File: src/sbbf_pkg.sv
// shared types and constants of the single hash bloom filter
`default_nettype none

package sbbf_pkg;

   localparam int HASH_W        = 32;
   localparam int KEY_W         = 8;
   localparam int TABLE_INDEX_W = 10;
   localparam int REQ_TDATA_W   = 8;
   localparam int RSP_TDATA_W   = 16;

   localparam logic [HASH_W-1:0] MIX_MULT   = 32'h5bd1e995;
   localparam int                MIX_SHIFT  = 15;
   localparam logic [HASH_W-1:0] SEED_RESET = 32'h12345678;

   localparam int MOD_BITS   = 4;
   localparam int MOD_STAGES = HASH_W / MOD_BITS;
   localparam int CMD_DEPTH  = 4;
   localparam int OUT_DEPTH  = 4;

   typedef enum logic [1:0] {
      ACT_INSERT = 2'd0,
      ACT_QUERY  = 2'd1,
      ACT_CLEAR  = 2'd2
   } action_type;

   localparam int ACTION_W = $bits(action_type);

   typedef struct packed {
      logic q_pop;
      logic init_busy;
   } back_stat_type;

endpackage

`default_nettype wire

File: src/sbbf_queue.sv
// small register fifo between pipeline parts
`default_nettype none

module sbbf_queue #(
   parameter int WIDTH = 12,
   parameter int DEPTH = 4
) (
   input  wire logic                       clock,
   input  wire logic                       reset,
   input  wire logic                       push,
   input  wire logic [WIDTH-1:0]           push_data,
   input  wire logic                       pop,
   output logic      [WIDTH-1:0]           pop_data,
   output logic                            full,
   output logic                            empty,
   output logic      [$clog2(DEPTH):0]     count
);

   localparam int AW = $clog2(DEPTH);
   localparam int CW = AW + 1;

   logic [WIDTH-1:0] store_ff [0:DEPTH-1];
   logic [AW-1:0]    wr_ptr_ff, wr_ptr_in;
   logic [AW-1:0]    rd_ptr_ff, rd_ptr_in;
   logic [CW-1:0]    count_ff, count_in;

   always_comb begin
      wr_ptr_in = push ? wr_ptr_ff + AW'(1) : wr_ptr_ff;
      rd_ptr_in = pop ? rd_ptr_ff + AW'(1) : rd_ptr_ff;
      case ({push, pop})
         2'b10:   count_in = count_ff + CW'(1);
         2'b01:   count_in = count_ff - CW'(1);
         default: count_in = count_ff;
      endcase
   end

   always_ff @(posedge clock) begin
      if (reset) begin
         wr_ptr_ff <= '0;
         rd_ptr_ff <= '0;
         count_ff  <= '0;
      end else begin
         wr_ptr_ff <= wr_ptr_in;
         rd_ptr_ff <= rd_ptr_in;
         count_ff  <= count_in;
      end
   end

   always_ff @(posedge clock) begin
      if (push) begin
         store_ff[wr_ptr_ff] <= push_data;
      end
   end

   assign pop_data = store_ff[rd_ptr_ff];
   assign full     = (count_ff == CW'(DEPTH));
   assign empty    = (count_ff == '0);
   assign count    = count_ff;

endmodule

`default_nettype wire

File: src/sbbf_front.sv
// front part: key byte hashing and pipelined reduction of the hash to a table index
`default_nettype none

module sbbf_front #(
   parameter int TABLE_SIZE = 701
) (
   input  wire logic                              clock,
   input  wire logic                              reset,
   input  wire logic                              req_tvalid,
   output logic                                   req_tready,
   input  wire logic [sbbf_pkg::ACTION_W-1:0]     action,
   input  wire logic [sbbf_pkg::KEY_W-1:0]        key_byte,
   input  wire logic                              key_last,
   input  wire logic [sbbf_pkg::HASH_W-1:0]       hash_seed,
   input  wire sbbf_pkg::back_stat_type           back_stat,
   input  wire logic                              advance,
   output logic                                   cmd_valid,
   output logic [sbbf_pkg::ACTION_W+$clog2(TABLE_SIZE)-1:0] cmd_data
);

   import sbbf_pkg::*;

   localparam int IDX_W = $clog2(TABLE_SIZE);
   localparam logic [IDX_W:0] TS_C = (IDX_W + 1)'(TABLE_SIZE);

   logic              accept;
   logic              emit;
   logic [HASH_W-1:0] hash_start;
   logic [HASH_W-1:0] hash_xor;
   logic [HASH_W-1:0] hash_prod;
   logic [HASH_W-1:0] hash_mix;

   logic              in_prog_ff, in_prog_in;
   logic [HASH_W-1:0] run_ff, run_in;

   logic              st_valid_ff [0:MOD_STAGES];
   action_type        st_op_ff    [0:MOD_STAGES];
   logic [HASH_W-1:0] st_hash_ff  [0:MOD_STAGES];
   logic [IDX_W-1:0]  st_rem_ff   [0:MOD_STAGES];

   assign req_tready = advance && !back_stat.init_busy;
   assign accept     = req_tvalid && req_tready;

   always_comb begin
      hash_start = in_prog_ff ? run_ff : hash_seed;
      hash_xor   = hash_start ^ HASH_W'(key_byte);
      hash_prod  = hash_xor * MIX_MULT;
      hash_mix   = hash_prod ^ (hash_prod >> MIX_SHIFT);
   end

   always_comb begin
      in_prog_in = in_prog_ff;
      run_in     = run_ff;
      emit       = 1'b0;
      if (accept) begin
         case (action)
            ACT_INSERT, ACT_QUERY: begin
               if (key_last) begin
                  in_prog_in = 1'b0;
                  emit       = 1'b1;
               end else begin
                  in_prog_in = 1'b1;
                  run_in     = hash_mix;
               end
            end
            ACT_CLEAR: begin
               in_prog_in = 1'b0;
               emit       = 1'b1;
            end
            default: begin
               in_prog_in = in_prog_ff;
            end
         endcase
      end
   end

   always_ff @(posedge clock) begin
      if (reset) begin
         in_prog_ff     <= 1'b0;
         st_valid_ff[0] <= 1'b0;
      end else begin
         in_prog_ff <= in_prog_in;
         if (advance) begin
            st_valid_ff[0] <= emit;
         end
      end
   end

   always_ff @(posedge clock) begin
      run_ff <= run_in;
      if (advance) begin
         st_op_ff[0]   <= action_type'(action);
         st_hash_ff[0] <= hash_mix;
         st_rem_ff[0]  <= '0;
      end
   end

   for (genvar s = 0; s < MOD_STAGES; s++) begin : g_mod
      logic [IDX_W-1:0] rem_in;
      logic [IDX_W:0]   trial;

      // restoring remainder, msb first, MOD_BITS (four) hash bits per stage
      always_comb begin
         rem_in = st_rem_ff[s];
         trial  = '0;
         for (int j = 0; j < MOD_BITS; j++) begin
            trial = {rem_in, st_hash_ff[s][HASH_W - 1 - MOD_BITS * s - j]};
            if (trial >= TS_C) begin
               trial = trial - TS_C;
            end
            rem_in = trial[IDX_W-1:0];
         end
      end

      always_ff @(posedge clock) begin
         if (reset) begin
            st_valid_ff[s+1] <= 1'b0;
         end else if (advance) begin
            st_valid_ff[s+1] <= st_valid_ff[s];
         end
      end

      always_ff @(posedge clock) begin
         if (advance) begin
            st_op_ff[s+1]   <= st_op_ff[s];
            st_hash_ff[s+1] <= st_hash_ff[s];
            st_rem_ff[s+1]  <= rem_in;
         end
      end
   end

   assign cmd_valid = st_valid_ff[MOD_STAGES];
   assign cmd_data  = {st_op_ff[MOD_STAGES], st_rem_ff[MOD_STAGES]};

endmodule

`default_nettype wire

File: src/sbbf_back.sv
// back part: bit table access, clear sweep and result buffering
`default_nettype none

module sbbf_back #(
   parameter int TABLE_SIZE = 701
) (
   input  wire logic                              clock,
   input  wire logic                              reset,
   input  wire logic                              q_empty,
   input  wire logic [sbbf_pkg::ACTION_W+$clog2(TABLE_SIZE)-1:0] q_data,
   output sbbf_pkg::back_stat_type                back_stat,
   output logic                                   rsp_tvalid,
   input  wire logic                              rsp_tready,
   output logic [sbbf_pkg::RSP_TDATA_W-1:0]       rsp_tdata,
   output logic                                   rsp_tuser
);

   import sbbf_pkg::*;

   localparam int IDX_W = $clog2(TABLE_SIZE);
   localparam int OCW   = $clog2(OUT_DEPTH) + 1;
   localparam int OUT_W = TABLE_INDEX_W + 2;

   typedef enum logic {
      ST_RUN,
      ST_CLEAR
   } state_type;

   state_type        state_ff;
   logic [IDX_W-1:0] sweep_ptr_ff;
   logic             init_ff;
   logic             b_valid_ff;
   logic             b_insert_ff;
   logic [IDX_W-1:0] b_idx_ff;
   logic             lw_valid_ff;
   logic [IDX_W-1:0] lw_idx_ff;
   logic             rdata_ff;

   logic             table_mem [0:TABLE_SIZE-1];

   action_type       head_op;
   logic [IDX_W-1:0] head_idx;
   logic             out_room;
   logic             q_pop;
   logic             was_set;
   logic             mem_we;
   logic [IDX_W-1:0] mem_waddr;
   logic             sweep_done;

   logic [OUT_W-1:0] out_push_data;
   logic [OUT_W-1:0] out_pop_data;
   logic             out_full;
   logic             out_empty;
   logic [OCW-1:0]   out_count;

   assign head_op  = action_type'(q_data[IDX_W +: ACTION_W]);
   assign head_idx = q_data[IDX_W-1:0];

   // a popped word passes the b_valid_ff stage before it reaches the output fifo, so that stage counts against the room
   assign out_room = ({1'b0, out_count} + (OCW + 1)'(b_valid_ff)) < (OCW + 1)'(OUT_DEPTH);
   assign q_pop    = (state_ff == ST_RUN) && !q_empty && out_room;

   assign sweep_done = (sweep_ptr_ff == IDX_W'(TABLE_SIZE - 1));

   always_ff @(posedge clock) begin
      if (reset) begin
         state_ff     <= ST_CLEAR;
         sweep_ptr_ff <= '0;
         init_ff      <= 1'b1;
         b_valid_ff   <= 1'b0;
         lw_valid_ff  <= 1'b0;
      end else begin
         b_valid_ff <= q_pop && (head_op != ACT_CLEAR);
         if (b_valid_ff && b_insert_ff) begin
            lw_valid_ff <= 1'b1;
         end
         case (state_ff)
            ST_RUN: begin
               if (q_pop && (head_op == ACT_CLEAR)) begin
                  state_ff     <= ST_CLEAR;
                  sweep_ptr_ff <= '0;
               end
            end
            ST_CLEAR: begin
               sweep_ptr_ff <= sweep_ptr_ff + IDX_W'(1);
               if (sweep_done) begin
                  state_ff    <= ST_RUN;
                  init_ff     <= 1'b0;
                  lw_valid_ff <= 1'b0;
               end
            end
            default: begin
               state_ff <= ST_RUN;
            end
         endcase
      end
   end

   always_ff @(posedge clock) begin
      b_insert_ff <= (head_op == ACT_INSERT);
      b_idx_ff    <= head_idx;
      if (b_valid_ff && b_insert_ff) begin
         lw_idx_ff <= b_idx_ff;
      end
   end

   assign mem_we    = (state_ff == ST_CLEAR) || (b_valid_ff && b_insert_ff);
   assign mem_waddr = (state_ff == ST_CLEAR) ? sweep_ptr_ff : b_idx_ff;

   always_ff @(posedge clock) begin
      rdata_ff <= table_mem[head_idx];
      if (mem_we) begin
         table_mem[mem_waddr] <= (state_ff != ST_CLEAR);
      end
   end

   // the insert one word ahead is not yet in the read data
   assign was_set = rdata_ff || (lw_valid_ff && (lw_idx_ff == b_idx_ff));

   assign out_push_data = {b_insert_ff, TABLE_INDEX_W'(b_idx_ff), was_set};

   sbbf_queue #(
      .WIDTH (OUT_W),
      .DEPTH (OUT_DEPTH)
   ) u_out_queue (
      .clock     (clock),
      .reset     (reset),
      .push      (b_valid_ff),
      .push_data (out_push_data),
      .pop       (rsp_tvalid && rsp_tready),
      .pop_data  (out_pop_data),
      .full      (out_full),
      .empty     (out_empty),
      .count     (out_count)
   );

   assign rsp_tvalid = !out_empty;
   assign rsp_tdata  = RSP_TDATA_W'(out_pop_data[TABLE_INDEX_W:0]);
   assign rsp_tuser  = out_pop_data[TABLE_INDEX_W+1];

   assign back_stat.q_pop     = q_pop;
   assign back_stat.init_busy = init_ff;

   a_out_no_overflow: assert property (
      @(posedge clock) disable iff (reset) b_valid_ff |-> !out_full
   ) else $error("result fifo overflow");

   a_sweep_no_lookup: assert property (
      @(posedge clock) disable iff (reset) (state_ff == ST_CLEAR) |-> !b_valid_ff
   ) else $error("table lookup during clear sweep");

   a_sweep_end: assert property (
      @(posedge clock) disable iff (reset)
      (state_ff == ST_CLEAR) && sweep_done |=> (state_ff == ST_RUN) && !lw_valid_ff && !init_ff
   ) else $error("clear sweep did not finish cleanly");

endmodule

`default_nettype wire

File: src/single_hash_bloom_filter.sv
// Single hash bloom filter over byte streamed keys. One key byte is accepted per
// cycle while req_tready is high; the rate is set by the running hash update, one
// 32x32 multiply per byte in the front part. A key's last byte gives one result
// after the hash register, the eight stage remainder pipeline, the command queue
// and the registered table read. A clear word empties the table with a sweep over
// all TABLE_SIZE entries in the back part, during which the front keeps taking
// bytes until its queue fills. After reset the table is swept the same way, and
// req_tready stays low until it is done. The seed register may only be
// written while the block is idle.
`default_nettype none

module single_hash_bloom_filter #(
   parameter int TABLE_SIZE = 701
) (
   input  wire logic                                clock,
   input  wire logic                                reset,
   input  wire logic                                req_tvalid,
   output logic                                     req_tready,
   input  wire logic [sbbf_pkg::REQ_TDATA_W-1:0]    req_tdata,   // key_byte
   input  wire logic [sbbf_pkg::ACTION_W-1:0]       req_tuser,   // action
   input  wire logic                                req_tlast,   // key_last
   output logic                                     rsp_tvalid,
   input  wire logic                                rsp_tready,
   output logic [sbbf_pkg::RSP_TDATA_W-1:0]         rsp_tdata,   // bit_was_set, table_index
   output logic                                     rsp_tuser,   // was_insert
   input  wire logic                                csr_wr_en,
   input  wire logic [sbbf_pkg::HASH_W-1:0]         csr_wr_data  // hash_seed
);

   import sbbf_pkg::*;

   localparam int IDX_W = $clog2(TABLE_SIZE);
   localparam int CMD_W = ACTION_W + IDX_W;

   logic [HASH_W-1:0] seed_ff;
   back_stat_type     back_stat;
   logic              advance;
   logic              cmd_valid;
   logic [CMD_W-1:0]  cmd_data;
   logic              q_push;
   logic              q_full;
   logic              q_empty;
   logic [CMD_W-1:0]  q_data;
   logic [$clog2(CMD_DEPTH):0] q_count;

   always_ff @(posedge clock) begin
      if (reset) begin
         seed_ff <= SEED_RESET;
      end else if (csr_wr_en) begin
         seed_ff <= csr_wr_data;
      end
   end

   assign advance = !q_full || back_stat.q_pop;
   assign q_push  = cmd_valid && advance;

   sbbf_front #(
      .TABLE_SIZE (TABLE_SIZE)
   ) u_front (
      .clock      (clock),
      .reset      (reset),
      .req_tvalid (req_tvalid),
      .req_tready (req_tready),
      .action     (req_tuser),
      .key_byte   (req_tdata[KEY_W-1:0]),
      .key_last   (req_tlast),
      .hash_seed  (seed_ff),
      .back_stat  (back_stat),
      .advance    (advance),
      .cmd_valid  (cmd_valid),
      .cmd_data   (cmd_data)
   );

   sbbf_queue #(
      .WIDTH (CMD_W),
      .DEPTH (CMD_DEPTH)
   ) u_cmd_queue (
      .clock     (clock),
      .reset     (reset),
      .push      (q_push),
      .push_data (cmd_data),
      .pop       (back_stat.q_pop),
      .pop_data  (q_data),
      .full      (q_full),
      .empty     (q_empty),
      .count     (q_count)
   );

   sbbf_back #(
      .TABLE_SIZE (TABLE_SIZE)
   ) u_back (
      .clock      (clock),
      .reset      (reset),
      .q_empty    (q_empty),
      .q_data     (q_data),
      .back_stat  (back_stat),
      .rsp_tvalid (rsp_tvalid),
      .rsp_tready (rsp_tready),
      .rsp_tdata  (rsp_tdata),
      .rsp_tuser  (rsp_tuser)
   );

   a_queue_count: assert property (
      @(posedge clock) disable iff (reset)
      q_push && !back_stat.q_pop |=> q_count != '0
   ) else $error("command queue lost a word");

endmodule

`default_nettype wire
File: config.mk
export PLATFORM = sky130hd
export DESIGN_NAME = single_hash_bloom_filter
export DESIGN_NICKNAME = d
export VERILOG_FILES = /design/src/sbbf_pkg.sv /design/src/sbbf_queue.sv /design/src/sbbf_front.sv /design/src/sbbf_back.sv /design/src/single_hash_bloom_filter.sv
export SDC_FILE = /design/constraint.sdc
export NUM_CORES = 2
export LEC_CHECK = 0
export BUFFER_PORTS_ARGS = -buffer_cell sky130_fd_sc_hd__clkbuf_2
export CORE_UTILIZATION = 32
export CTS_CLUSTER_DIAMETER = 80
export DETAILED_ROUTE_END_ITERATION = 6
export SLEW_MARGIN = 40
export SYNTH_ARGS = -nofsm -noshare
export SYNTH_HDL_FRONTEND = slang
export SYNTH_SLANG_ARGS = --single-unit
File: constraint.sdc
create_clock -name clock -period 25.3 [get_ports clock]
set_input_delay 5.06 -clock clock [delete_from_list [all_inputs] [get_ports clock]]
set_output_delay 5.06 -clock clock [all_outputs]
set_load 0.05 [all_outputs]
# Yosys cells after proc, flatten, opt, wreduce, memory -nomap -nowiden
# Memory sizes are Yosys's and may differ from the RTL's. A register that Yosys moved wholly into a read port is not among the register bits.
# Cells that the tools add are included.
# Widths: inputs -> output; s select.
[classes]
multipliers = 1
addsub = 42
magnitude_cmp = 33
n_reduce_logical = 28
muxes = 74
eq_ne = 12
bitwise = 13
[op_table]
columns = ["cell", "count"]
rows = [
  ["$ge 11x10->1 const B", 32],
  ["$mux 10", 34],
  ["$sub 10x10->10 const B", 32],
  ["$mul 32x31->32 const B", 1],
  ["$mux 32", 1],
  ["$xor 32x17->32", 1],
  ["$xor 32x8->32", 1],
  ["$mux 1", 29],
  ["$pmux 10 s2", 1],
  ["$pmux 3 s2", 2],
  ["$add 10x1->10 const B", 1],
  ["$eq 10x10->1", 1],
  ["$eq 10x10->1 const B", 1],
  ["$logic_and 1x1->1", 10],
  ["$or 1x1->1", 9],
  ["$add 2x1->2 const B", 4],
  ["$eq 2x2->1 const B", 4],
  ["$mux 2", 4],
  ["$add 3x1->3 const B", 2],
  ["$eq 2x1->1 const B", 3],
  ["$logic_not 3->1", 2],
  ["$pmux 1 s2", 3],
  ["$reduce_bool 2->1", 3],
  ["$sub 3x1->3 const B", 2],
  ["other kinds (11)", 20],
]
[word_totals]
inputBits = 48
regBits = 114
ram_bits = 1202
mem_count = 7
elab_cells = 227
out_inout_bits = 19
[mem_list]
columns = ["name", "depth", "word_bits", "rd", "rd_clocked_by_memory_dff", "write_ports", "line", "rtl"]
rows = [
  ["u_back.table_mem", 701, 1, 1, 1, 1, "sbbf_back.sv:39", "logic table_mem [0:TABLE_SIZE-1];"],
  ["u_front.st_hash_ff", 9, 32, 8, 0, 9, "sbbf_front.sv:38", "logic [HASH_W-1:0] st_hash_ff [0:MOD_STAGES];"],
  ["u_front.st_rem_ff", 9, 10, 9, 0, 9, "sbbf_front.sv:39", "logic [IDX_W-1:0] st_rem_ff [0:MOD_STAGES];"],
  ["u_back.u_out_queue.store_ff", 4, 12, 1, 1, 1, "sbbf_queue.sv:22", "logic [WIDTH-1:0] store_ff [0:DEPTH-1];"],
  ["u_cmd_queue.store_ff", 4, 12, 1, 1, 1, "sbbf_queue.sv:22", ""],
  ["u_front.st_op_ff", 9, 2, 9, 0, 9, "sbbf_front.sv:37", "action_type st_op_ff [0:MOD_STAGES];"],
  ["1 more memories", "-", "-", "-", "-", "-", "-", ""],
]

# Longest topological paths before layout
[logic_depth]
word_depth = 9
depth_mapped = 33
mapped_depth_nobuf = 30

# Cells and area by module
# Synthesis repeated with hierarchy kept, for this count alone.
[hier_totals]
hier_cells = 5327
area_unflattened_um2 = 64718.3
[modules_own_cells]
columns = ["mod", "area_per_inst_um2", "cells_each", "n_inst", "seq_area_each_um2"]
rows = [
  ["sbbf_back", 32271.0, 2302, 1, 21871.0],
  ["sbbf_front", 26918.3, 2702, 1, 8277.9],
  ["sbbf_queue", 2169.6, 109, 2, 1621.6],
  ["single_hash_bloom_filter", 1189.9, 105, 1, 640.6],
]

# Least setup slack after synthesis
# OpenSTA, ideal clock, no wires.
[synth_timing]
path_kind = "flip-flop to flip-flop"
start = "reg u_back.state_ff"
end = "mem u_back.table_mem[675], enable pin"
n_path_buf = 3
slack_ns = 11.445
t_arrival_ns = 13.601
stages_incl_launch_ff = 8
required_ns = 25.046
synth_period_minus_slack_ns = 13.855
setup_ns = 0.254
path_cell_list = "dfxtp_1 -> clkinv_1 -> clkbuf_1 -> o32ai_1 -> nand2_1 -> clkbuf_1 -> clkbuf_1 -> nor2_1"
[synth_via]
elab_chain_cells = 3
elab_cells_between_ends = 4
classes_between = "mux (3); reduce/logical (1)"
[synth_lines]
columns = ["item", "line", "rtl"]
rows = [
  ["start: declaration", "sbbf_back.sv:29", "state_type state_ff;"],
  ["start signal: assignment", "sbbf_back.sv:67", "state_ff <= ST_CLEAR;"],
  ["start signal: assignment", "sbbf_back.sv:80", "state_ff <= ST_CLEAR;"],
  ["start signal: assignment", "sbbf_back.sv:87", "state_ff <= ST_RUN;"],
  ["$logic_or 1x1->1", "sbbf_back.sv:107", "assign mem_we = (state_ff == ST_CLEAR) || (b_valid_ff && b_insert_ff);"],
  ["$mux 1", "sbbf_back.sv:112", "if (mem_we) begin"],
  ["$mux 1 (not written as such)", "sbbf_back.sv:113", "table_mem[mem_waddr] <= (state_ff != ST_CLEAR);"],
  ["end: declaration", "sbbf_back.sv:39", ""],
]
# Several ways; a longest one is shown, not always the timed one.

# Worst setup path after layout
[layout_timing]
start = "in req_tdata[5] in the netlist's numbering"
end = "reg u_front.run_ff[16] (data pin)"
[layout_via]
elab_chain_cells = 3
[layout_lines]
columns = ["item", "line", "rtl"]
rows = [
  ["start: declaration", "single_hash_bloom_filter.sv:19", "input wire logic [sbbf_pkg::REQ_TDATA_W-1:0] req_tdata,"],
  ["$xor 32x8->32", "sbbf_front.sv:46", "hash_xor = hash_start ^ HASH_W'(key_byte);"],
  ["$mul 32x31->32", "sbbf_front.sv:47", "hash_prod = hash_xor * MIX_MULT;"],
  ["$xor 32x17->32", "sbbf_front.sv:48", "hash_mix = hash_prod ^ (hash_prod >> MIX_SHIFT);"],
  ["named net u_front.hash_mix[16]", "sbbf_front.sv:31", "logic [HASH_W-1:0] hash_mix;"],
  ["end signal: assignment", "sbbf_front.sv:90", "run_ff <= run_in;"],
  ["end: declaration", "sbbf_front.sv:34", "logic [HASH_W-1:0] run_ff, run_in;"],
]
# The timed path passes the listed nets, and every way through them passes these cells.
# A chain may end at the register's enable or synchronous reset.

==> flow_metrics.py <==
metrics = {
    "setup_path": {
        "crit_required_ps": 25770,
        "crit_path_end_kind": "register",
        "r2r_setup_slack_ps": 16410,
        "cpMaxStageDelayCell": "sky130_fd_sc_hd__xnor2_1",
        "worstPathMaxFanout": 8,
        "type_of_the_worst_setup_path": "primary input to register",
        "slowest_delay_ps": 700,
        "timing.critical_path.from_type": "primary input",
        "timing.critical_path.arrival_ps": 12780,
    },
    "synthesis": {
        "synth_most_common_cell": "sky130_fd_sc_hd__edfxtp_1",
        "asyncSetResetFlopFracSynth_pct": 0,
        "synth.yosys.seq_area_share_pct": 52.9,
        "synthTopCellsByArea": "sky130_fd_sc_hd__edfxtp_1 51%, sky130_fd_sc_hd__mux4_2 8.5%, sky130_fd_sc_hd__fa_1 5.5%",
        "synth.top_cells.by_count": "1082 x sky130_fd_sc_hd__edfxtp_1, 882 x sky130_fd_sc_hd__nor2_1, 447 x sky130_fd_sc_hd__inv_1",
        "synth_largest_type_area_fraction_pct": 50.5,
        "yosys_warnings": 0,
        "syn-instance-count": 5122,
        "dominantRegCellSynth": "sky130_fd_sc_hd__edfxtp_1",
        "ys_types": 112,
        "yosys_register_bits": 1159,
        "synth_area_per_cell_sq_um": 12.6,
        "synth_area_leader_cell": "sky130_fd_sc_hd__edfxtp_1",
        "synth.cell_area_sq_um": 64300,
        "synth-edff-count": 1082,
    },
    "routing": {
        "antenna_violating_nets_post_route": 0,
        "via_density_per_instance": 5.03,
        "drt-wirelength-per-cell_um": 19.0,
        "iteration_count_of_the_initial_detailed_routing_pass": 7,
        "num_vias": 39300,
        "drt_iter0_markers": 3345,
        "remaining_drc_errors": 2,
        "routed_wl_mm": 149,
    },
    "floorplanning": {
        "starting_utilization_of_the_core_area_pct": 32.2,
        "die_h_um": 450,
        "pin_count": 67,
        "core-area_sq_um": 200000,
        "dieArea_sq_um": 203000,
        "floorplan.die.width_um": 450,
        "placement_rows": 164,
    },
    "placed_design": {
        "detailed_place_hpwl_mm": 98.0,
        "gp_congestion": 0.872,
        "buffer_ports.inserted": 61,
    },
    "cts": {
        "clk_pin_slew_ps": 70,
        "clock-sinks": 1159,
        "cts_tree": "done",
        "ctsHoldBuffers": 0,
        "postCtsSetupRepairBufs": 0,
        "cts-htree-levels": 3,
        "clock_path_buffers": 3,
        "cts-resized-gates": 0,
        "clk_latency_ps": 730,
        "cts-buffers-inserted": 113,
        "cts_root_buf": "sky130_fd_sc_hd__clkbuf_16",
    },
    "timing": {
        "max_slew.worst_pin.slew_ps": 872,
        "timing.final.max_slew_violations": 0,
        "hold_viol_final": 0,
        "max_freq_mhz": 81.3,
        "setup_total_negative_slack_ps": 0,
        "time_the_worst_path_needs_with_i_o_delays_and_setup_ps": 12300,
        "post_route_clock_skew_ps": 41.5,
        "rsz0062_at_grt": "false",
        "timing.final.crit_share_pct": 48.6,
        "slew_headroom_pct": 41.4,
        "finalSetupViolations": 0,
    },
    "layout": {
        "num-nets-final": 5574,
        "final_layout_size_suffix_gt1_share_pct": 13.3,
        "area.sequential_sq_um": 34000,
        "area_growth_syn_to_layout_pct": 10.8,
        "filler_cell_count": 19300,
        "multiInputGateArea_sq_um": 27500,
    },
    "global_routing": {
        "grt_use_total_pct": 14.6,
        "globalRouteOverflowTotal": 0,
        "grt_max_degree": 167,
        "first_global_vias": 39900,
        "initial_antenna_violation_count": 1,
        "global_route_wire_length_before_repair_mm": 234,
    },
    "outcome": {
        "violations": "design-rule violations",
        "run_status": "complete, but fails checks",
    },
    "min_path": {
        "min_path_type": "register to register",
    },
    "job": {
        "cap_viol_max_count": 0,
    },
}
metrics by stage:
step                      util [%]  std cells  hold WS, ps  worst slack [ps]  area (sq um)
after floorplan                  -       5126          400             11450         64300
after global placement        33.7       7619          405             12430         67300
after detailed placement      33.8       7620          405             12360         67500
after CTS                     35.7       7827          418             13120         71200
after global routing          35.7       7830          418             12580         71200
final                         35.7       7830          412             13000         71200
registers in the layout, summed over array words and instances, names as in the netlist, 9 cells and up, named ones only:
name                         cells
seed_ff                         32
u_back.b_idx_ff                 10
u_back.lw_idx_ff                10
u_back.sweep_ptr_ff             10
u_back.table_mem               701
u_back.u_out_queue.store_ff     48
u_cmd_queue.store_ff            48
u_front.run_ff                  32
u_front.st_hash_ff             156
u_front.st_op_ff                18
u_front.st_rem_ff               60
u_front.st_valid_ff              9
worst paths after layout:
| kind | end | cells after the start | startpoint |
|---|---|---|---|
| setup / recovery | u_front.run_ff[16]$_DFFE_PP_ | 30 | req_tdata[5] |
| hold reg to reg | u_front.st_hash_ff[0][97]$_DFFE_PN_ | 0 | u_front.st_hash_ff[0][65]$_DFFE_PN_ |
| hold / removal | u_front.st_hash_ff[0][97]$_DFFE_PN_ | 0 | u_front.st_hash_ff[0][65]$_DFFE_PN_ |
| setup reg to reg | u_front.run_ff[16]$_DFFE_PP_ | 31 | u_front.in_prog_ff$_SDFFE_PP0P_ |
final cells by class:
cell class                 count  share of cell area, %
antenna                        1                0.00351
clock buffer                 133                   4.10
clock inverter                74                   1.13
inverter                     448                   2.39
multi-input combinational   3225                   38.6
sequential                  1159                   47.8
tap                         2656                   4.66
timing repair buffer         134                   1.30
layout by cell type (no fill, tap or decap), types with 34 or more instances in the layout:
cell type	netlist	final
sky130_fd_sc_hd__o21ai_0	94	93
sky130_fd_sc_hd__clkbuf_2	1	60
sky130_fd_sc_hd__mux4_2	243	240
sky130_fd_sc_hd__dfxtp_1	77	75
sky130_fd_sc_hd__and2_1	48	48
sky130_fd_sc_hd__xor2_1	77	77
sky130_fd_sc_hd__fa_1	178	178
sky130_fd_sc_hd__a21o_1	34	34
sky130_fd_sc_hd__buf_4	7	63
sky130_fd_sc_hd__ha_1	267	267
sky130_fd_sc_hd__or2_2	44	44
sky130_fd_sc_hd__mux2_2	34	34
sky130_fd_sc_hd__edfxtp_1	1082	1082
sky130_fd_sc_hd__nand2b_1	47	47
sky130_fd_sc_hd__nor2b_1	35	35
sky130_fd_sc_hd__nand2_1	179	158
sky130_fd_sc_hd__nor3_1	81	80
sky130_fd_sc_hd__inv_1	447	446
sky130_fd_sc_hd__mux2i_1	93	93
sky130_fd_sc_hd__nand3_1	55	55
sky130_fd_sc_hd__nor2_1	882	882
sky130_fd_sc_hd__a21oi_1	126	125
sky130_fd_sc_hd__xnor2_1	194	189
sky130_fd_sc_hd__clkbuf_16	0	113
critical path: cells and delay by family:
family                     cells  cell delay [ps]
adders and majority gates      8             3360
AOI/OAI and AO/OA             13             2580
xor gates and xnor gates       3             1350
buffers and inverters          5              320
and+or+nand+nor                1               70
cells by family (layout without fill, tap and decap cells):
logic type      Yosys count  in the layout  synth area share, %
compound gates          610            610                 6.83
xor+xnor                275            275                 3.83
fa+ha+maj               446            446                 10.8
buf+inv                 742            789                 4.45
flops                  1159           1159                 52.9
mux                     373            373                 10.6
other cells               1              6              0.00583
simple gates           1516           1516                 10.6
layer usage:
metal,vias up,global-route usage (%),routed length [um]
met5,-,0,0
met2,719,25.0,73700
met3,175,1.96,5770
met1,20200,19.3,66200
li1,18300,-,-
met4,0,3.53,3320
Power is left out: the tool's default activity adds up to more than one toggle a clock period on the data nets, which glitch-free logic cannot reach.
